### config.mk
export PLATFORM = sky130hd
export DESIGN_NAME = c_token_lexer_top_flat
export DESIGN_NICKNAME = d
export VERILOG_FILES = /design/src/ctlex_pkg.sv /design/src/ctlex_char_if.sv /design/src/ctlex_token_if.sv /design/src/ctlex_front.sv /design/src/ctlex_queue.sv /design/src/ctlex_back.sv /design/src/c_token_lexer_top.sv /design/src/flat_wrapper.sv
export SDC_FILE = /design/constraint.sdc
export NUM_CORES = 1
export LEC_CHECK = 0
export ABC_AREA = 1
export BUFFER_PORTS_ARGS = -buffer_cell sky130_fd_sc_hd__buf_2
export CORE_MARGIN = 5
export CORE_UTILIZATION = 56
export CTS_CLUSTER_SIZE = 24
export DETAILED_ROUTE_END_ITERATION = 8
export PLACE_DENSITY = 0.74
export SETUP_SLACK_MARGIN = 0.15
export SYNTH_ARGS = -nofsm -noshare
export SYNTH_HDL_FRONTEND = slang
export SYNTH_SLANG_ARGS = --single-unit
### constraint.sdc
create_clock -name clk -period 5.3 [get_ports clk]
set_clock_uncertainty 0.2 [all_clocks]
set_input_delay 0 -clock clk [delete_from_list [all_inputs] [get_ports clk]]
set_output_delay 0 -clock clk [all_outputs]
set_load 0.05 [all_outputs]
### src/ctlex_pkg.sv
`timescale 1ns / 1ps

package ctlex_pkg;

	// Default word store depth
	localparam int MAX_TOKEN_LEN_DEF = 32;

	// Word length field, wide enough for a store of up to 63 bytes
	localparam int LEN_W = 6;

	// Result cap per source byte
	localparam int MAX_RESULTS = 35;
	localparam int CNT_W       = $clog2(MAX_RESULTS + 1);

	// Command queue between front and back (power of two)
	localparam int QUEUE_DEPTH = 4;
	localparam int QPTR_W      = $clog2(QUEUE_DEPTH);
	localparam int QCNT_W      = $clog2(QUEUE_DEPTH + 1);

	// Token classes
	localparam logic [2:0] CLS_SEP     = 3'd0;
	localparam logic [2:0] CLS_KEYWORD = 3'd1;
	localparam logic [2:0] CLS_PAREN   = 3'd2;
	localparam logic [2:0] CLS_BRACE   = 3'd3;
	localparam logic [2:0] CLS_OPER    = 3'd4;
	localparam logic [2:0] CLS_NUMBER  = 3'd5;
	localparam logic [2:0] CLS_IDENT   = 3'd6;
	localparam logic [2:0] CLS_UNKNOWN = 3'd7;

	// Character codes
	localparam logic [7:0] CH_NUL    = 8'h00;
	localparam logic [7:0] CH_TAB    = 8'h09;
	localparam logic [7:0] CH_CR     = 8'h0D;
	localparam logic [7:0] CH_SPACE  = 8'h20;
	localparam logic [7:0] CH_BANG   = 8'h21;
	localparam logic [7:0] CH_PCT    = 8'h25;
	localparam logic [7:0] CH_AMP    = 8'h26;
	localparam logic [7:0] CH_QUOTE  = 8'h27;
	localparam logic [7:0] CH_LPAR   = 8'h28;
	localparam logic [7:0] CH_RPAR   = 8'h29;
	localparam logic [7:0] CH_STAR   = 8'h2A;
	localparam logic [7:0] CH_PLUS   = 8'h2B;
	localparam logic [7:0] CH_COMMA  = 8'h2C;
	localparam logic [7:0] CH_MINUS  = 8'h2D;
	localparam logic [7:0] CH_DOT    = 8'h2E;
	localparam logic [7:0] CH_SLASH  = 8'h2F;
	localparam logic [7:0] CH_ZERO   = 8'h30;
	localparam logic [7:0] CH_NINE   = 8'h39;
	localparam logic [7:0] CH_SEMI   = 8'h3B;
	localparam logic [7:0] CH_LT     = 8'h3C;
	localparam logic [7:0] CH_EQ     = 8'h3D;
	localparam logic [7:0] CH_GT     = 8'h3E;
	localparam logic [7:0] CH_UP_A   = 8'h41;
	localparam logic [7:0] CH_UP_Z   = 8'h5A;
	localparam logic [7:0] CH_LBRK   = 8'h5B;
	localparam logic [7:0] CH_RBRK   = 8'h5D;
	localparam logic [7:0] CH_CARET  = 8'h5E;
	localparam logic [7:0] CH_UNDER  = 8'h5F;
	localparam logic [7:0] CH_LO_A   = 8'h61;
	localparam logic [7:0] CH_LO_Z   = 8'h7A;
	localparam logic [7:0] CH_LBRACE = 8'h7B;
	localparam logic [7:0] CH_BAR    = 8'h7C;
	localparam logic [7:0] CH_RBRACE = 8'h7D;

	// Class flag bits: 0..7 keyword candidates, then number, identifier, op start
	localparam int NUM_KW      = 8;
	localparam int FLAG_NUMBER = 8;
	localparam int FLAG_IDENT  = 9;
	localparam int FLAG_OPSTRT = 10;
	localparam int FLAGS_W     = 11;

	typedef logic [FLAGS_W-1:0] flags_t;

	// Keyword text, right-justified, and lengths
	localparam logic [47:0] KW_TEXT [NUM_KW] = '{
		48'("int"), 48'("char"), 48'("float"), 48'("double"),
		48'("if"), 48'("else"), 48'("while"), 48'("for")
	};
	localparam logic [2:0] KW_LEN [NUM_KW] = '{
		3'd3, 3'd4, 3'd5, 3'd6, 3'd2, 3'd4, 3'd5, 3'd3
	};

	// One source byte's worth of work for the back end
	typedef struct packed {
		logic             pre_valid;    // held operator is emitted first
		logic [7:0]       pre_char;
		logic             pair;         // byte completes a two-char operator
		logic [7:0]       in_char;
		logic             app_valid;    // byte goes into the word store
		logic [LEN_W-1:0] app_idx;
		logic             flush_valid;  // a word is emitted
		logic [2:0]       flush_cls;
		logic [LEN_W-1:0] flush_len;
		logic             single_valid; // byte is a token of its own
		logic [2:0]       single_cls;
		logic             post_valid;   // operator held by the final byte
	} rec_t;

	function automatic logic is_space(logic [7:0] c);
		return (c == CH_SPACE) || (c >= CH_TAB && c <= CH_CR) || (c == CH_NUL);
	endfunction

	function automatic logic is_digit(logic [7:0] c);
		return (c >= CH_ZERO) && (c <= CH_NINE);
	endfunction

	function automatic logic is_alpha(logic [7:0] c);
		return (c >= CH_UP_A && c <= CH_UP_Z) || (c >= CH_LO_A && c <= CH_LO_Z) ||
			(c == CH_UNDER);
	endfunction

	function automatic logic is_op_start(logic [7:0] c);
		logic r;
		unique case (c) inside
			CH_LT, CH_GT, CH_BANG, CH_PLUS, CH_MINUS, CH_EQ, CH_STAR, CH_SLASH,
			CH_PCT: r = 1'b1;
			default: r = 1'b0;
		endcase
		return r;
	endfunction

	// {is single-char token, class}
	function automatic logic [3:0] single_class(logic [7:0] c);
		logic [3:0] r;
		unique case (c) inside
			CH_SEMI, CH_COMMA, CH_QUOTE:       r = {1'b1, CLS_SEP};
			CH_LPAR, CH_RPAR, CH_LBRK, CH_RBRK: r = {1'b1, CLS_PAREN};
			CH_LBRACE, CH_RBRACE:              r = {1'b1, CLS_BRACE};
			default:                           r = {1'b0, CLS_SEP};
		endcase
		return r;
	endfunction

	// Keyword k has byte c at position i
	function automatic logic kw_hit(int k, logic [LEN_W-1:0] i, logic [7:0] c);
		int base;
		base = 8 * (int'(KW_LEN[k]) - 1 - int'(i));
		if (base < 0)
			return 1'b0;
		return KW_TEXT[k][base +: 8] == c;
	endfunction

	// Class of a finished word
	function automatic logic [2:0] word_class(flags_t flags, logic [1:0] dots,
			logic ovf, logic [LEN_W-1:0] len);
		logic kw;
		logic [2:0] cls;
		kw = 1'b0;
		for (int k = 0; k < NUM_KW; k++)
			if (flags[k] && len == LEN_W'(KW_LEN[k]))
				kw = 1'b1;
		if (ovf)
			cls = CLS_UNKNOWN;
		else if (kw)
			cls = CLS_KEYWORD;
		else if (flags[FLAG_OPSTRT])
			cls = CLS_OPER;
		else if (flags[FLAG_NUMBER] && dots <= 2'd1)
			cls = CLS_NUMBER;
		else if (flags[FLAG_IDENT])
			cls = CLS_IDENT;
		else
			cls = CLS_UNKNOWN;
		return cls;
	endfunction

endpackage

### src/ctlex_char_if.sv
`timescale 1ns / 1ps

interface ctlex_char_if;
	logic       valid;
	logic       ready;
	logic [7:0] source_char;
	logic       end_of_text;

	modport source(output valid, source_char, end_of_text, input ready);
	modport sink(input valid, source_char, end_of_text, output ready);
endinterface

### src/ctlex_token_if.sv
`timescale 1ns / 1ps

interface ctlex_token_if;
	logic       valid;
	logic       ready;
	logic [2:0] token_class;
	logic [7:0] token_char;
	logic       token_end;
	logic       run_end;

	modport source(output valid, token_class, token_char, token_end, run_end, input ready);
	modport sink(input valid, token_class, token_char, token_end, run_end, output ready);
endinterface

### src/ctlex_front.sv
`timescale 1ns / 1ps

module ctlex_front #(
	parameter int MAX_TOKEN_LEN = ctlex_pkg::MAX_TOKEN_LEN_DEF
) (
	input  logic              clk,
	input  logic              arst_n,
	ctlex_char_if.sink        char_in,
	output logic              push,
	output ctlex_pkg::rec_t   push_rec,
	input  logic              full
);

	// Word tracking state
	logic [ctlex_pkg::LEN_W-1:0] len_q, len_d;
	logic                        ovf_q, ovf_d;
	logic [1:0]                  dots_q, dots_d;
	ctlex_pkg::flags_t           flags_q, flags_d;
	logic                        pend_v_q, pend_v_d;
	logic [7:0]                  pend_c_q, pend_c_d;

	logic [7:0] c;
	logic       last;
	logic       pair;
	logic [3:0] sgl;
	logic       take;

	assign c    = char_in.source_char;
	assign last = char_in.end_of_text;
	assign sgl  = ctlex_pkg::single_class(c);
	assign pair = (c == ctlex_pkg::CH_EQ) ||
		(c == ctlex_pkg::CH_PLUS && pend_c_q == ctlex_pkg::CH_PLUS) ||
		(c == ctlex_pkg::CH_MINUS && pend_c_q == ctlex_pkg::CH_MINUS);

	assign char_in.ready = !full;
	assign take          = char_in.valid && !full;
	assign push          = take;

	// Classify the byte and build its command record
	always_comb begin
		push_rec          = '0;
		push_rec.in_char  = c;
		push_rec.pre_valid = pend_v_q;
		push_rec.pre_char = pend_c_q;
		push_rec.pair     = pend_v_q && pair;
		len_d    = len_q;
		ovf_d    = ovf_q;
		dots_d   = dots_q;
		flags_d  = flags_q;
		pend_v_d = 1'b0;
		pend_c_d = 8'h00;

		if (!(pend_v_q && pair)) begin
			if (ctlex_pkg::is_space(c) || sgl[3] || ctlex_pkg::is_op_start(c)) begin
				// word ends here
				if (len_q != '0) begin
					push_rec.flush_valid = 1'b1;
					push_rec.flush_cls   = ctlex_pkg::word_class(flags_q, dots_q, ovf_q, len_q);
					push_rec.flush_len   = len_q;
					len_d   = '0;
					ovf_d   = 1'b0;
					dots_d  = 2'd0;
					flags_d = '1;
				end
				if (sgl[3]) begin
					push_rec.single_valid = 1'b1;
					push_rec.single_cls   = sgl[2:0];
				end
				if (ctlex_pkg::is_op_start(c)) begin
					pend_v_d = 1'b1;
					pend_c_d = c;
				end
			end else if (ovf_q || len_q >= ctlex_pkg::LEN_W'(MAX_TOKEN_LEN)) begin
				ovf_d = 1'b1;
			end else begin
				// extend the word and narrow down its class
				push_rec.app_valid = 1'b1;
				push_rec.app_idx   = len_q;
				for (int k = 0; k < ctlex_pkg::NUM_KW; k++)
					if (!ctlex_pkg::kw_hit(k, len_q, c))
						flags_d[k] = 1'b0;
				if (c == ctlex_pkg::CH_DOT) begin
					if (dots_q != 2'd2)
						dots_d = dots_q + 2'd1;
				end else if (!ctlex_pkg::is_digit(c)) begin
					flags_d[ctlex_pkg::FLAG_NUMBER] = 1'b0;
				end
				if (len_q == '0) begin
					if (!ctlex_pkg::is_alpha(c))
						flags_d[ctlex_pkg::FLAG_IDENT] = 1'b0;
					if (!(c == ctlex_pkg::CH_AMP || c == ctlex_pkg::CH_BAR ||
							c == ctlex_pkg::CH_CARET))
						flags_d[ctlex_pkg::FLAG_OPSTRT] = 1'b0;
				end else if (!ctlex_pkg::is_alpha(c) && !ctlex_pkg::is_digit(c)) begin
					flags_d[ctlex_pkg::FLAG_IDENT] = 1'b0;
				end
				len_d = len_q + ctlex_pkg::LEN_W'(1);
			end
		end

		// final byte: release held operator, then the open word
		if (last) begin
			if (pend_v_d) begin
				push_rec.post_valid = 1'b1;
				pend_v_d = 1'b0;
				pend_c_d = 8'h00;
			end
			if (len_d != '0) begin
				push_rec.flush_valid = 1'b1;
				push_rec.flush_cls   = ctlex_pkg::word_class(flags_d, dots_d, ovf_d, len_d);
				push_rec.flush_len   = len_d;
				len_d   = '0;
				ovf_d   = 1'b0;
				dots_d  = 2'd0;
				flags_d = '1;
			end
		end
	end

	// State update on each transfer
	always_ff @(posedge clk or negedge arst_n) begin
		if (!arst_n) begin
			len_q    <= '0;
			ovf_q    <= 1'b0;
			dots_q   <= 2'd0;
			flags_q  <= '1;
			pend_v_q <= 1'b0;
			pend_c_q <= 8'h00;
		end else if (take) begin
			len_q    <= len_d;
			ovf_q    <= ovf_d;
			dots_q   <= dots_d;
			flags_q  <= flags_d;
			pend_v_q <= pend_v_d;
			pend_c_q <= pend_c_d;
		end
	end

endmodule

### src/ctlex_queue.sv
`timescale 1ns / 1ps

module ctlex_queue (
	input  logic            clk,
	input  logic            arst_n,
	input  logic            push,
	input  ctlex_pkg::rec_t push_rec,
	output logic            full,
	input  logic            pop,
	output ctlex_pkg::rec_t pop_rec,
	output logic            empty
);

	ctlex_pkg::rec_t                  slot_q [ctlex_pkg::QUEUE_DEPTH];
	logic [ctlex_pkg::QPTR_W-1:0]     wr_q, rd_q;
	logic [ctlex_pkg::QCNT_W-1:0]     cnt_q;

	assign full    = cnt_q == ctlex_pkg::QCNT_W'(ctlex_pkg::QUEUE_DEPTH);
	assign empty   = cnt_q == '0;
	assign pop_rec = slot_q[rd_q];

	// Storage
	always_ff @(posedge clk) begin
		if (push)
			slot_q[wr_q] <= push_rec;
	end

	// Pointers and fill count
	always_ff @(posedge clk or negedge arst_n) begin
		if (!arst_n) begin
			wr_q  <= '0;
			rd_q  <= '0;
			cnt_q <= '0;
		end else begin
			if (push)
				wr_q <= wr_q + ctlex_pkg::QPTR_W'(1);
			if (pop)
				rd_q <= rd_q + ctlex_pkg::QPTR_W'(1);
			if (push && !pop)
				cnt_q <= cnt_q + ctlex_pkg::QCNT_W'(1);
			else if (pop && !push)
				cnt_q <= cnt_q - ctlex_pkg::QCNT_W'(1);
		end
	end

endmodule

### src/ctlex_back.sv
`timescale 1ns / 1ps

module ctlex_back #(
	parameter int MAX_TOKEN_LEN = ctlex_pkg::MAX_TOKEN_LEN_DEF
) (
	input  logic            clk,
	input  logic            arst_n,
	output logic            pop,
	input  ctlex_pkg::rec_t pop_rec,
	input  logic            empty,
	ctlex_token_if.source   token_out
);

	localparam int IDX_W = $clog2(MAX_TOKEN_LEN);

	localparam logic [2:0] ST_IDLE   = 3'd0;
	localparam logic [2:0] ST_PRE_P  = 3'd1;
	localparam logic [2:0] ST_PRE_C  = 3'd2;
	localparam logic [2:0] ST_APPEND = 3'd3;
	localparam logic [2:0] ST_FL_RD  = 3'd4;
	localparam logic [2:0] ST_FL_EM  = 3'd5;
	localparam logic [2:0] ST_SINGLE = 3'd6;
	localparam logic [2:0] ST_POST   = 3'd7;

	// Phase order: held op, pair char, append, flush, single, post op
	localparam logic [2:0] PH_PRE_C  = 3'd1;
	localparam logic [2:0] PH_APPEND = 3'd2;
	localparam logic [2:0] PH_FLUSH  = 3'd3;
	localparam logic [2:0] PH_SINGLE = 3'd4;
	localparam logic [2:0] PH_POST   = 3'd5;
	localparam logic [2:0] PH_END    = 3'd6;

	logic [2:0]                  st_q, st_d;
	ctlex_pkg::rec_t             rec_q;
	logic [ctlex_pkg::LEN_W-1:0] k_q;
	logic [ctlex_pkg::CNT_W-1:0] cnt_q;
	logic [7:0]                  rd_q;
	logic [7:0]                  store_mem [MAX_TOKEN_LEN];

	logic       out_valid_q;
	logic [2:0] out_cls_q;
	logic [7:0] out_char_q;
	logic       out_end_q;
	logic       out_run_q;

	logic [5:0] has, em;
	logic       out_free, capped, emit_st, fire, fl_last;
	logic [2:0] ld_cls;
	logic [7:0] ld_char;
	logic       ld_end, ld_later;

	function automatic logic [5:0] phases(ctlex_pkg::rec_t r);
		return {r.post_valid, r.single_valid, r.flush_valid, r.app_valid, r.pair,
			r.pre_valid};
	endfunction

	// First phase at or after start that has work
	function automatic logic [2:0] next_from(logic [5:0] h, logic [2:0] start);
		logic [2:0] s;
		s = ST_IDLE;
		for (int i = 5; i >= 0; i--) begin
			if (i >= int'(start) && h[i]) begin
				unique case (i)
					0:       s = ST_PRE_P;
					1:       s = ST_PRE_C;
					2:       s = ST_APPEND;
					3:       s = ST_FL_RD;
					4:       s = ST_SINGLE;
					default: s = ST_POST;
				endcase
			end
		end
		return s;
	endfunction

	assign has      = phases(rec_q);
	assign em       = has & ~(6'b1 << PH_APPEND);
	assign out_free = !out_valid_q || token_out.ready;
	assign capped   = cnt_q >= ctlex_pkg::CNT_W'(ctlex_pkg::MAX_RESULTS);
	assign emit_st  = st_q == ST_PRE_P || st_q == ST_PRE_C || st_q == ST_FL_EM ||
		st_q == ST_SINGLE || st_q == ST_POST;
	assign fire     = emit_st && (capped || out_free);
	assign fl_last  = (k_q + ctlex_pkg::LEN_W'(1)) == rec_q.flush_len;
	assign pop      = (st_q == ST_IDLE) && !empty;

	// Result payload and next state for the current phase
	always_comb begin
		ld_cls   = ctlex_pkg::CLS_OPER;
		ld_char  = rec_q.in_char;
		ld_end   = 1'b1;
		ld_later = 1'b0;
		st_d     = st_q;
		unique case (st_q)
			ST_IDLE: begin
				if (!empty)
					st_d = next_from(phases(pop_rec), 3'd0);
			end
			ST_PRE_P: begin
				ld_char  = rec_q.pre_char;
				ld_end   = !rec_q.pair;
				ld_later = |(em >> PH_PRE_C);
				if (fire)
					st_d = next_from(has, PH_PRE_C);
			end
			ST_PRE_C: begin
				ld_later = |(em >> PH_APPEND);
				if (fire)
					st_d = next_from(has, PH_APPEND);
			end
			ST_APPEND: begin
				st_d = next_from(has, PH_FLUSH);
			end
			ST_FL_RD: begin
				st_d = ST_FL_EM;
			end
			ST_FL_EM: begin
				ld_cls   = rec_q.flush_cls;
				ld_char  = rd_q;
				ld_end   = fl_last;
				ld_later = !fl_last || |(em >> PH_SINGLE);
				if (fire)
					st_d = fl_last ? next_from(has, PH_SINGLE) : ST_FL_RD;
			end
			ST_SINGLE: begin
				ld_cls   = rec_q.single_cls;
				ld_later = |(em >> PH_POST);
				if (fire)
					st_d = next_from(has, PH_POST);
			end
			ST_POST: begin
				if (fire)
					st_d = next_from(has, PH_END);
			end
			default: st_d = ST_IDLE;
		endcase
	end

	// Sequencer
	always_ff @(posedge clk or negedge arst_n) begin
		if (!arst_n) begin
			st_q  <= ST_IDLE;
			k_q   <= '0;
			cnt_q <= '0;
		end else begin
			st_q <= st_d;
			if (pop) begin
				k_q   <= '0;
				cnt_q <= '0;
			end else begin
				if (fire && !capped)
					cnt_q <= cnt_q + ctlex_pkg::CNT_W'(1);
				if (fire && st_q == ST_FL_EM)
					k_q <= k_q + ctlex_pkg::LEN_W'(1);
			end
		end
	end

	always_ff @(posedge clk) begin
		if (pop)
			rec_q <= pop_rec;
	end

	// Word store
	always_ff @(posedge clk) begin
		if (st_q == ST_APPEND)
			store_mem[rec_q.app_idx[IDX_W-1:0]] <= rec_q.in_char;
		if (st_q == ST_FL_RD)
			rd_q <= store_mem[k_q[IDX_W-1:0]];
	end

	// Output register
	always_ff @(posedge clk or negedge arst_n) begin
		if (!arst_n)
			out_valid_q <= 1'b0;
		else if (fire && !capped)
			out_valid_q <= 1'b1;
		else if (token_out.ready)
			out_valid_q <= 1'b0;
	end

	always_ff @(posedge clk) begin
		if (fire && !capped) begin
			out_cls_q  <= ld_cls;
			out_char_q <= ld_char;
			out_end_q  <= ld_end;
			out_run_q  <= !ld_later ||
				cnt_q == ctlex_pkg::CNT_W'(ctlex_pkg::MAX_RESULTS - 1);
		end
	end

	assign token_out.valid       = out_valid_q;
	assign token_out.token_class = out_cls_q;
	assign token_out.token_char  = out_char_q;
	assign token_out.token_end   = out_end_q;
	assign token_out.run_end     = out_run_q;

	// Checks
	a_fl_idx: assert property (@(posedge clk) disable iff (!arst_n)
		st_q == ST_FL_EM |-> k_q < rec_q.flush_len)
		else $error("flush index past word length");

	a_cap: assert property (@(posedge clk) disable iff (!arst_n)
		cnt_q <= ctlex_pkg::CNT_W'(ctlex_pkg::MAX_RESULTS))
		else $error("result count above cap");

	a_fl_seq: assert property (@(posedge clk) disable iff (!arst_n)
		st_q == ST_FL_EM |-> $past(st_q) == ST_FL_RD || $past(st_q) == ST_FL_EM)
		else $error("flush emit without store read");

	a_app: assert property (@(posedge clk) disable iff (!arst_n)
		st_q == ST_APPEND |=> st_q != ST_APPEND)
		else $error("append phase repeated");

endmodule

### src/c_token_lexer_top.sv
`timescale 1ns / 1ps

// Each byte's command record passes through the queue into the back end, which works
// through its phases one record at a time; every result is registered at the output,
// and each word character is first read from the word store (store read, then output
// register). The front end takes new bytes while the queue is not full.
// Reset (arst_n low) clears all control state; the word store is not cleared.

module c_token_lexer_top #(
	parameter int MAX_TOKEN_LEN = ctlex_pkg::MAX_TOKEN_LEN_DEF
) (
	input  logic          clk,
	input  logic          arst_n,
	ctlex_char_if.sink    char_in,
	ctlex_token_if.source token_out
);

	logic            push, full, pop, empty;
	ctlex_pkg::rec_t push_rec, pop_rec;

	ctlex_front #(.MAX_TOKEN_LEN(MAX_TOKEN_LEN)) u_front (
		.clk      (clk),
		.arst_n   (arst_n),
		.char_in  (char_in),
		.push     (push),
		.push_rec (push_rec),
		.full     (full)
	);

	ctlex_queue u_queue (
		.clk      (clk),
		.arst_n   (arst_n),
		.push     (push),
		.push_rec (push_rec),
		.full     (full),
		.pop      (pop),
		.pop_rec  (pop_rec),
		.empty    (empty)
	);

	ctlex_back #(.MAX_TOKEN_LEN(MAX_TOKEN_LEN)) u_back (
		.clk       (clk),
		.arst_n    (arst_n),
		.pop       (pop),
		.pop_rec   (pop_rec),
		.empty     (empty),
		.token_out (token_out)
	);

endmodule

### src/flat_wrapper.sv
// flat-port wrapper written by rule: the top's interface ports become plain ports
module c_token_lexer_top_flat 
#(
	parameter int MAX_TOKEN_LEN = ctlex_pkg::MAX_TOKEN_LEN_DEF
)
  (clk, arst_n, char_in_valid, char_in_source_char, char_in_end_of_text, char_in_ready, token_out_valid, token_out_token_class, token_out_token_char, token_out_token_end, token_out_run_end, token_out_ready);
  ctlex_char_if char_in_i ();
  ctlex_token_if token_out_i ();
  input  logic clk;
  input  logic arst_n;
  input wire logic [$bits(char_in_i.valid)-1:0] char_in_valid;
  input wire logic [$bits(char_in_i.source_char)-1:0] char_in_source_char;
  input wire logic [$bits(char_in_i.end_of_text)-1:0] char_in_end_of_text;
  output wire logic [$bits(char_in_i.ready)-1:0] char_in_ready;
  output wire logic [$bits(token_out_i.valid)-1:0] token_out_valid;
  output wire logic [$bits(token_out_i.token_class)-1:0] token_out_token_class;
  output wire logic [$bits(token_out_i.token_char)-1:0] token_out_token_char;
  output wire logic [$bits(token_out_i.token_end)-1:0] token_out_token_end;
  output wire logic [$bits(token_out_i.run_end)-1:0] token_out_run_end;
  input wire logic [$bits(token_out_i.ready)-1:0] token_out_ready;
  assign char_in_i.valid = char_in_valid;
  assign char_in_i.source_char = char_in_source_char;
  assign char_in_i.end_of_text = char_in_end_of_text;
  assign char_in_ready = char_in_i.ready;
  assign token_out_valid = token_out_i.valid;
  assign token_out_token_class = token_out_i.token_class;
  assign token_out_token_char = token_out_i.token_char;
  assign token_out_token_end = token_out_i.token_end;
  assign token_out_run_end = token_out_i.run_end;
  assign token_out_i.ready = token_out_ready;
  c_token_lexer_top #(.MAX_TOKEN_LEN(MAX_TOKEN_LEN)) u_core (.clk(clk), .arst_n(arst_n), .char_in(char_in_i), .token_out(token_out_i));
endmodule
# After elaboration in Yosys (flattened, before gate mapping)
# Memories as Yosys holds them, arrays and structs flattened. A register that Yosys moved wholly into a read port is not among the register bits.
# Index checks and enable logic that the tools add are counted.
# classes
order_cmp	17
n_eq_ne	61
add_sub_neg	13
mux	188
reduce_logical	81
shift	8
# op_table
operator	n
$shiftx 48x10->8 const A	8
$eq 8x6->1 const B	19
$mux 1	117
$mux 3	24
$mux 11	6
$eq 8x8->1	8
$mux 6	10
$eq 8x7->1 const B	7
$lt 10x1->1 const B	5
$mux 8	5
$eq 6x3->1 const B	6
$logic_and 1x1->1	33
$mux 10	3
$eq 6x2->1 const B	4
$mux 2	12
$pmux 3 s8	1
$mux 21	1
$logic_or 1x1->1	19
$add 6x1->6 const B	3
$ge 8x7->1 const B	2
$le 8x7->1 const B	2
$pmux 8 s2	1
$eq 3x3->1 const B	5
$mux 14	1
34 further kinds	66
# word_totals
word_cells	398
register_bits	103
output_inout_bits	15
mem_count	2
mem_bits_rw	416
# mem_list
memory	depth	word_bits	read_ports	rd_clocked_by_memory_dff	wr	line	source
u_core.u_back.store_mem	32	8	1	1	1	ctlex_back.sv:38	logic [7:0] store_mem [MAX_TOKEN_LEN];
u_core.u_queue.slot_q	4	40	1	0	1	ctlex_queue.sv:14	ctlex_pkg::rec_t slot_q [ctlex_pkg::QUEUE_DEPTH];

# Logic depth before layout (Yosys ltp)
# Gate-level depths: netlist of the first run.
# logic_depth
depth_word	32
depth_mapped	26

# Modules after synthesis
# A second synthesis of the first run with hierarchy kept.
# hier_totals
hier_cells	2237
hier_area_um2	24257.0
# by_module_without_submodules
module	seq_area_each_um2	cells_each	instances	area_per_inst_um2
ctlex_back	9859.5	1054	1	13336.5
ctlex_queue	4979.8	515	1	6982.9
ctlex_front	739.5	668	1	3937.5

# Worst setup path before layout of the first run
# No wires, ideal clock.
# synth_timing
path_kind	register -> register
startpoint	register u_core.u_back.st_q[1]
endpoint	register u_core.u_queue.cnt_q[1] in the netlist's numbering
synth_period_minus_slack_ps	4353
setup_slack_ps	947
arrival_ps	4029
setup_time_ps	125
path_stages_with_launch	11
path_cell_list	dfrtp_1 > nor2_1 > inv_1 > nor2_1 > inv_1 > nor2_1 > inv_1 > ha_1 > inv_1 > fa_1 > mux2_2
# synth_between
elab_chain_cells	5
elab_cells_between_ends	7
# synth_lines
item	line	source
start, declared	ctlex_back.sv:33	logic [2:0] st_q, st_d;
start signal, assigned	ctlex_back.sv:145	st_q <= st_d;
$logic_not 3->1 (*)	ctlex_back.sv:84	assign pop = (st_q == ST_IDLE) && !empty;
$logic_and 1x1->1 (*)	ctlex_back.sv:84	
net u_core.pop	c_token_lexer_top.sv:18	logic push, full, pop, empty;
$logic_not 1->1	ctlex_queue.sv:39	if (push && !pop)
$logic_and 1x1->1	ctlex_queue.sv:39	
$mux 3 / $reduce_bool 2->1 (equally long branches)	--	
end signal, assigned	ctlex_queue.sv:40	cnt_q <= cnt_q + ctlex_pkg::QCNT_W'(1);
end signal, assigned	ctlex_queue.sv:42	cnt_q <= cnt_q - ctlex_pkg::QCNT_W'(1);
end, declared	ctlex_queue.sv:16	logic [ctlex_pkg::QCNT_W-1:0] cnt_q;
# The timed path passes the listed nets; every way through them passes the cells marked *.
# A chain may end at the register's enable or synchronous reset.

==> impl_metrics.json, run 1 <==
{
  "status": "completed",
  "p_leak_nw": 9.200,
  "initialDrtViolationCount": 1897,
  "ant_nets": 0,
  "rows": 74,
  "hp-class": "input port to flip-flop",
  "cts.repair.resized": 0,
  "synth_cell_type_count": 54,
  "vias_per_cell": 6.053,
  "cts_tree": "built",
  "final_layout_size_suffix_gt1_share_pct": 9.087,
  "post-route-period-util_pct": 73.66,
  "path_class": "flip-flop to flip-flop",
  "io_buffers": 27,
  "post-cts-setup-buffers": 0,
  "end_kind": "flip-flop",
  "overflow": 0,
  "dr.pass1.iters": 8,
  "worst_slew_pin_slew_ns": 1.262,
  "drv_slew": 0,
  "ys_ff_latch": 518,
  "cts_buffers": 49,
  "fmax_mhz": 256.1,
  "cts_root_buf": "clkbuf_16",
  "cp.required_ns": 5.40,
  "maxSlewHeadroom_pct": 15.87,
  "wire_per_inst_um": 21.16,
  "cts.sinks": 518,
  "syn-cell-area_um2": 22870,
  "dp_hpwl_mm": 34.21,
  "cts_max_level": 2,
  "fin_setup_tns_ns": 0,
  "power.density_nw_per_um2": 556.7,
  "cap_violations": 0,
  "n_antenna_cell": 0,
  "core-area_um2": 40650,
  "fin_crit_ns": 3.904,
  "yosys_warnings": 0,
  "final_hold_viol_count": 0,
  "cp_max_fo": 15,
  "io_pins": 28,
  "setup.worst_path.start_class": "flip-flop",
  "vdd_ir_drop_max_uv": 268.3,
  "synth_area_per_cell_um2": 11.13,
  "clock_path_buffers": 3,
  "die_w_um": 212.1,
  "drc_errors": 0,
  "clk_latency_ns": 0.57,
  "setup_viol": 0,
  "grt_max_degree": 129,
  "grt_antenna_before_repair": 0,
  "die-height_um": 212.1,
  "fin_area_um2": 25150,
  "placed_cell_area_um2": 23490,
  "first_global_vias": 15590,
  "synthToLayoutAreaGrowth_pct": 9.928,
  "dr_total_vias": 16010,
  "ctsHoldBuffers": 13,
  "dieArea_um2": 44990,
  "ys_seq_area_share_pct": 66.92,
  "clk_pin_slew_ns": 0.06,
  "routed_wl_mm": 55.97,
  "layout.nets": 2111,
  "globalplace.congestion": 0.9447,
  "cp.arrival_ns": 4.01,
  "syn_inst": 2055,
  "grtUsageTotal_pct": 24.94,
  "initial_core_util_pct": 56.28,
  "syn-num-nets": 2092,
  "grt_pass1_wl_mm": 88.00,
  "rsz0062_at_grt": "no"
}
synth_stat cells, drive strengths merged:
library cell	count	area share, %
o22ai	69	1.9
o31ai	2	0.066
nand3	109	2.5
and3	1	0.027
ha	23	1.3
buf	13	0.45
o21a	1	0.033
fa	1	0.088
or2	2	0.055
nor3	14	0.43
a22o	2	0.077
clkinv	6	0.098
nor2	362	6.1
o2111ai	2	0.077
nand4	16	0.44
edfxtp	466	61
o221ai	48	1.8
a41oi	1	0.038
dfstp	11	1.3
a32oi	12	0.46
mux2	1	0.049
o211ai	4	0.13
o21bai	1	0.033
a31oi	11	0.30
and2	2	0.055
inv	131	2.2
nand2	291	5.0
o32ai	1	0.038
xnor2	6	0.26
xor2	15	0.57
a21oi	35	0.83
a22oi	18	0.77
nor3b	1	0.033
clkbuf	82	1.3
o21ai	254	5.6
dfrtp	41	4.5
cell usage in the layout, fill, tap and decap left out, types with 8 or more instances in the layout:
cell type	count
inv_1	119
xor2_1	15
clkbuf_1	12
buf_4	22
clkbuf_16	49
nand2_1	280
a22oi_2	8
nand3_1	104
clkinv_1	18
o22ai_1	69
a32oi_1	12
a22oi_1	10
ha_1	23
nand4_1	16
o21ai_0	251
dfstp_2	11
a21oi_1	31
nand2_2	8
buf_2	27
nor2_4	9
inv_2	10
dfrtp_1	39
nor3_1	11
clkinv_2	10
nor2_1	348
o221ai_1	48
edfxtp_1	466
a31oi_1	11
dlygate4sd3_1	13
flip-flops by register name, summed over array words and instances (netlist names), 2 cells and up:
register / cells
u_core.u_back.cnt_q: 6
u_core.u_back.em: 4
u_core.u_back.k_q: 6
u_core.u_back.rd_q: 8
u_core.u_back.rec_q: 32
u_core.u_back.st_q: 3
u_core.u_back.store_mem: 256
u_core.u_back.token_out.token_char: 8
u_core.u_back.token_out.token_class: 3
u_core.u_front.dots_q: 2
u_core.u_front.flags_q: 11
u_core.u_front.len_q: 6
u_core.u_front.pend_c_q: 8
u_core.u_queue.cnt_q: 3
u_core.u_queue.rd_q: 2
u_core.u_queue.slot_q: 152
u_core.u_queue.wr_q: 2
critical path: stages, from the launching register on:
cell and delay [ns]:
dfrtp_1 0.63, inv_1 0.39, ha_1 0.38, xnor2_2 0.35
nand3_1 0.24, nand2_1 0.28, nand2_1 0.10, nand2_1 0.07
nand3_1 0.08, nor2_1 0.13, nand3_1 0.09, nand2_1 0.08
nand2_1 0.08, nand2_1 0.09, nand2_1 0.05, nand3_1 0.13
nand3_1 0.11, nand3_1 0.08, nand2_1 0.09
final timing paths:
check | startpoint | cells after the start | to | slack, ns
min | token_out_ready | 5 | u_core.u_back.token_out.valid | 0.08
min reg2reg | u_core.u_front.flags_q[4] | 2 | u_core.u_front.flags_q[4] | 0.31
max | u_core.u_front.len_q[0] | 18 | u_core.u_queue.slot_q[3][12] | 1.40
max in group asynchronous | arst_n | 4 | u_core.u_back.k_q[0] | 3.87
min in group asynchronous | arst_n | 4 | u_core.u_queue.cnt_q[2] | 0.47
max reg2reg | u_core.u_front.len_q[0] | 18 | u_core.u_queue.slot_q[3][12] | 1.40
area by class of cell:
class / count / area, um^2
timing repair buffer: 63 / 450.4
inverter: 137 / 520.5
tap: 532 / 665.6
multi-input combinational: 1305 / 6674
clock inverter: 28 / 236.5
sequential: 518 / 15310
fill: 3097 / 15500
clock buffer: 62 / 1285
routing by layer:
metal | up-vias | track usage (%) | part of all wire [%] | routed length [um]
li1 | 7401 | - | - | -
met1 | 7794 | 36.05 | 42 | 23520
met2 | 711 | 40.45 | 48 | 26760
met3 | 104 | 3.187 | 7.7 | 4327
met4 | 0 | 7.219 | 2.4 | 1361
met5 | - | 0 | 0 | 0
stage by stage:
step	hold WS [ns]	power, W	utilization, %	setup slack (ns)	cells
after global placement	-0.01676	0.01047	57.80	1.612	2542
after floorplan	-0.4956	0.009169	-	0.9467	2055
final	0.08261	0.01400	61.86	1.396	2645
after CTS	0.03689	0.01400	61.86	1.472	2645
after global routing	0.1028	0.01478	61.86	0.9278	2645
after detailed placement	-0.009897	0.01064	57.80	1.508	2542
cells by family after synthesis:
kind of cell,share of synthesized area (%)
and+or+nand+nor,14.62
buffers and inverters,4.064
xor gates and xnor gates,0.8369
adders and majority gates,1.346
AOI/OAI and AO/OA,12.16
muxes,0.04923
DFF,66.92
power by group:
part / total (W) / internal (W) / switching [W] / leakage (nW)
registers: 0.00605 / 0.00553 / 0.000518 / 4.93
clock network: 0.00336 / 0.00191 / 0.00145 / 0.749
logic: 0.00459 / 0.00129 / 0.00329 / 3.52
No activity file was read; power rests on OpenSTA's default activity.
==> inputs of run 2 (changes only) <==
Clock period 5.3 ns to 3.7 ns, I/O delays scaled along.
==> impl_metrics.json, run 2 (synthesized netlist as in run 1, its figures left out) <==
{
  "worst-r2r-cell-count": 17,
  "cts.sinks": 518,
  "maxSlewHeadroom_pct": 6.207,
  "final_hold_viol_count": 0,
  "cap_violations": 0,
  "setup_viol": 0,
  "cp.required_ns": 3.80,
  "clk_pin_slew_ns": 0.07,
  "cp.arrival_ns": 3.34,
  "crit_family": "simple AND/OR/NAND/NOR gates",
  "rsz0062_at_grt": "no",
  "cts_tree": "built",
  "largest_reg_flops": 256,
  "slowest_delay_ns": 0.41,
  "cpMostUsedCell": "nand2_1",
  "hp-class": "input port to flip-flop",
  "cp_slowest_cell": "dfrtp_1",
  "wire_per_inst_um": 20.90,
  "dr.pass1.iters": 6,
  "fin_crit_ns": 3.238,
  "cts_buffers": 50,
  "n_antenna_cell": 0,
  "grt_antenna_before_repair": 0,
  "swShare_pct": 37.58,
  "initialDrtViolationCount": 1581,
  "clk_latency_ns": 0.57,
  "vdd_ir_drop_max_uv": 441.0,
  "worst_slew_pin_slew_ns": 1.407,
  "die-height_um": 212.1,
  "post-cts-setup-buffers": 0,
  "met3_usage_pct": 4.205,
  "dp_hpwl_mm": 35.33,
  "placed_cell_area_um2": 23950,
  "ant_nets": 0,
  "power_w": 0.02030,
  "setup.worst_path.start_class": "flip-flop",
  "fin_util_pct": 63.34,
  "end_kind": "flip-flop",
  "cts_max_level": 2,
  "die_w_um": 212.1,
  "grt_max_degree": 79,
  "path_depth": 17,
  "path_class": "flip-flop to flip-flop",
  "globalplace.congestion": 0.9448,
  "cp_max_fo": 16,
  "final_cell_mix": "466 x edfxtp_1, 346 x nor2_1, 276 x nand2_1",
  "final_common_cell": "edfxtp_1",
  "overflow": 0,
  "critPathBufInv": 3,
  "clock_path_buffers": 3,
  "met1_usage_pct": 34.86,
  "cts_root_buf": "clkbuf_16",
  "seq_power_share_pct": 42.6,
  "initial_core_util_pct": 56.28,
  "status": "completed",
  "final_layout_size_suffix_gt1_share_pct": 12.71,
  "clockPowerShare_pct": 24.1,
  "dr_total_vias": 16380,
  "vias_per_cell": 6.042,
  "drv_slew": 0,
  "fin_setup_tns_ns": 0,
  "p_switching_w": 0.007629,
  "layout.nets": 2175,
  "rows": 74,
  "min_path_cells": 5,
  "power.density_nw_per_um2": 788.6,
  "post-route-period-util_pct": 87.52,
  "core-area_um2": 40650,
  "synthToLayoutAreaGrowth_pct": 12.56,
  "grt_pass1_wl_mm": 87.92,
  "fin_area_um2": 25750,
  "top_usage_layer": "met2",
  "crit_chain": "inv_4 > ha_2 > inv_1 > nor2_1 > nand2_1 > inv_1 > a21oi_1 > nand2_4 > nand3_2 > nand2_1 > nand2_1 > o21ai_1 > nand2_1 > nand3_1 > nand3_1 > nand3_1 > nand2_1",
  "routed_wl_mm": 56.65,
  "first_global_vias": 15570,
  "met2_usage_pct": 40.71,
  "drc_errors": 0,
  "io_buffers": 27,
  "fmax_mhz": 308.8,
  "p_int_w": 0.01267,
  "dieArea_um2": 44990,
  "pwr-share-comb_pct": 33.3,
  "grtUsageTotal_pct": 24.96,
  "p_leak_nw": 9.571,
  "io_pins": 28
}
## run 2: path summary, 6_finish.rpt
path / startpoint / to / slack, ns
max reg2reg: u_core.u_front.len_q[3] / u_core.u_queue.slot_q[2][12] / 0.46
min: token_out_ready / u_core.u_back.token_out.valid / 0.05
max in group asynchronous: arst_n / u_core.u_queue.rd_q[0] / 1.25
min reg2reg: u_core.u_front.flags_q[4] / u_core.u_front.flags_q[4] / 0.30
min in group asynchronous: arst_n / u_core.u_front.flags_q[4] / 0.52
max: u_core.u_front.len_q[3] / u_core.u_queue.slot_q[2][12] / 0.46
## run 2: per-stage QoR
stage | hold slack (ns) | cells | worst slack, ns
after detailed placement | -0.07759 | 2604 | 0.2914
final | 0.05127 | 2711 | 0.4618
after global routing | 0.07272 | 2711 | 0.1509
after floorplan | -0.4956 | 2055 | 0.02736
after global placement | -0.09874 | 2604 | 0.3638
after CTS | 0.02739 | 2711 | 0.2626
## run 2: final cells by class
type,count,area (um^2)
Tap cell,532,665.6
Timing Repair Buffer,126,917.1
Sequential cell,518,15320
Multi-Input combinational cell,1305,6738
Clock buffer,60,1329
Inverter,137,528.0
Clock inverter,33,254.0
Fill cell,3039,14900
## run 2: per-layer routing
layer	wire length (um)	share of wire (%)
met1	23040	41
met2	27150	48
met3	4902	8.7
met4	1565	2.8
met5	0	0
## run 2: worst register-to-register path, stage by stage (launching register included)
cell	delay (ns)
dfrtp_1	0.41
inv_4	0.15
ha_2	0.24
inv_1	0.13
nor2_1	0.27
nand2_1	0.19
inv_1	0.14
a21oi_1	0.08
nand2_4	0.21
nand3_2	0.12
nand2_1	0.09
nand2_1	0.09
o21ai_1	0.15
nand2_1	0.07
nand3_1	0.13
nand3_1	0.11
nand3_1	0.08
nand2_1	0.10
## run 2: power groups by stage
stage / sequential (W) / combinational, W / clock [W]
after floorplan: 0.00872 / 0.00441 / 0
after global placement: 0.00869 / 0.00638 / 0
after detailed placement: 0.00875 / 0.00656 / 0
after global routing: 0.00874 / 0.00745 / 0.00520
after CTS: 0.00863 / 0.00661 / 0.00495
final: 0.00865 / 0.00676 / 0.00490
## run 2: what timing repair did
item	in CTS	in global routing
hold buffers	14	0
hold endpoints to repair	115	0
resized for setup	0	22
setup endpoints to repair	0	15
==> inputs of run 3 (changes only) <==
Settings changed: CELL_PAD_IN_SITES_DETAIL_PLACEMENT set to 0, CELL_PAD_IN_SITES_GLOBAL_PLACEMENT set to 2, CORE_UTILIZATION 56 to 43, PLACE_DENSITY 0.74 to 0.81.
==> impl_metrics.json, run 3 (synthesized netlist as in run 1, its figures left out) <==
{
  "cp_max_fo": 16,
  "cpMostUsedCell": "nand2_1",
  "grt_antenna_before_repair": 0,
  "die_w_um": 240.6,
  "cts_buffers": 53,
  "cts_root_buf": "clkbuf_16",
  "drv_slew": 0,
  "status": "completed",
  "grtUsageTotal_pct": 21.08,
  "path_class": "flip-flop to flip-flop",
  "dr.pass1.iters": 5,
  "dieArea_um2": 57910,
  "final_cell_mix": "466 x edfxtp_1, 347 x nor2_1, 278 x nand2_1",
  "fin_crit_ns": 3.290,
  "dp_hpwl_mm": 39.40,
  "clock_path_buffers": 3,
  "cts_tree": "built",
  "final_common_cell": "edfxtp_1",
  "crit_family": "simple AND/OR/NAND/NOR gates",
  "crit_chain": "inv_4 > ha_1 > inv_2 > nor2_1 > nand2_1 > inv_1 > a21oi_1 > nand2_2 > nand3_2 > nand2_1 > nor2_1 > a21oi_1 > nand3_1 > nand2_1 > nand2_1 > nand2_1 > nand2_1",
  "rsz0062_at_grt": "no",
  "initialDrtViolationCount": 1198,
  "largest_reg_flops": 256,
  "grt_pass1_wl_mm": 94.12,
  "final_layout_size_suffix_gt1_share_pct": 13.33,
  "final_hold_viol_count": 0,
  "fin_setup_tns_ns": 0,
  "cap_violations": 0,
  "critPathBufInv": 3,
  "cts_max_level": 2,
  "drc_errors": 0,
  "clk_latency_ns": 0.61,
  "dp.cells": 2771,
  "placed_cell_area_um2": 24290,
  "first_global_vias": 15510,
  "cp_slowest_cell": "dfrtp_1",
  "setup.worst_path.start_class": "flip-flop",
  "hp-class": "input port to flip-flop",
  "n_antenna_cell": 0,
  "clk_pin_slew_ns": 0.06,
  "worst_slew_pin_slew_ns": 1.322,
  "fin_area_um2": 26290,
  "end_kind": "flip-flop",
  "p_leak_nw": 9.728,
  "fill_cells": 4664,
  "maxSlewHeadroom_pct": 11.86,
  "routed_wl_mm": 61.04,
  "cp.arrival_ns": 3.40,
  "setup_viol": 0,
  "cts.sinks": 518,
  "die-height_um": 240.6,
  "layout.nets": 2191,
  "vdd_ir_drop_max_uv": 445.9,
  "seq_area_um2": 15320,
  "ant_nets": 0,
  "overflow": 0,
  "synthToLayoutAreaGrowth_pct": 14.94,
  "slowest_delay_ns": 0.41,
  "multiInputGateArea_um2": 6713,
  "core-area_um2": 52660,
  "dr_total_vias": 15910,
  "grt_max_degree": 93,
  "cp.required_ns": 3.81,
  "post-place-ws_ns": 0.2973,
  "power.density_nw_per_um2": 799.8,
  "finalNonFillerCells": 2886,
  "timing.final.ws_setup_ns": 0.4103,
  "post-cts-setup-buffers": 0,
  "wire_per_inst_um": 21.15,
  "fmax_mhz": 304.0,
  "globalplace.congestion": 0.8882,
  "post-route-period-util_pct": 88.91,
  "vias_per_cell": 5.512,
  "io_pins": 28,
  "io_buffers": 27,
  "initial_core_util_pct": 43.44,
  "rows": 84
}
## run 3: metal layers
layer / wire (um) / share of wire [%] / global-route usage, %
met1: 27190 / 45 / 29.83
met2: 29390 / 48 / 34.69
met3: 3005 / 4.9 / 2.845
met4: 1465 / 2.4 / 5.743
met5: 0 / 0 / 0
## run 3: layout make-up
| class | count | share of cell area (%) |
|---|---|---|
| Sequential cell | 518 | 58.25 |
| Timing Repair Buffer | 139 | 4.154 |
| Inverter | 137 | 1.999 |
| Tap cell | 688 | 3.274 |
| Clock buffer | 64 | 5.282 |
| Multi-Input combinational cell | 1305 | 25.53 |
| Clock inverter | 35 | 1.509 |
## run 3: path summary, 6_finish.rpt
| path | to | cells after the start | slack, ns | startpoint |
|---|---|---|---|---|
| min in group asynchronous | u_core.u_front.flags_q[8] | 3 | 0.37 | arst_n |
| min reg2reg | u_core.u_queue.cnt_q[2] | 1 | 0.31 | u_core.u_queue.cnt_q[2] |
| max in group asynchronous | u_core.u_front.flags_q[1] | 4 | 2.50 | arst_n |
| max reg2reg | u_core.u_queue.slot_q[3][11] | 17 | 0.41 | u_core.u_front.len_q[3] |
| min | u_core.u_queue.slot_q[2][29] | 2 | 0.16 | char_in_source_char[7] |
| max | u_core.u_queue.slot_q[3][11] | 17 | 0.41 | u_core.u_front.len_q[3] |
## run 3: report_power, final
part / switching [W] / internal (W) / total [W]
registers: 0.000559 / 0.00792 / 0.00848
logic: 0.00506 / 0.00206 / 0.00712
clock network: 0.00224 / 0.00319 / 0.00543
## run 3: through the flow
stage               utilization [%]  hold slack [ns]  total power (W)
finish                        49.93           0.1569          0.02103
floorplan                         -          -0.4956          0.01313
global placement              46.13         -0.07495          0.01552
detailed placement            46.13         -0.05279          0.01565
global route                  49.93           0.1316          0.02229
CTS                           49.84           0.1358          0.02111
## run 3: timing repair
item                                    in CTS  in global routing
hold buffers                                16                  0
endpoints found under the setup margin       0                 12
endpoints found under the hold margin      141                  0
resized for setup                            0                 16
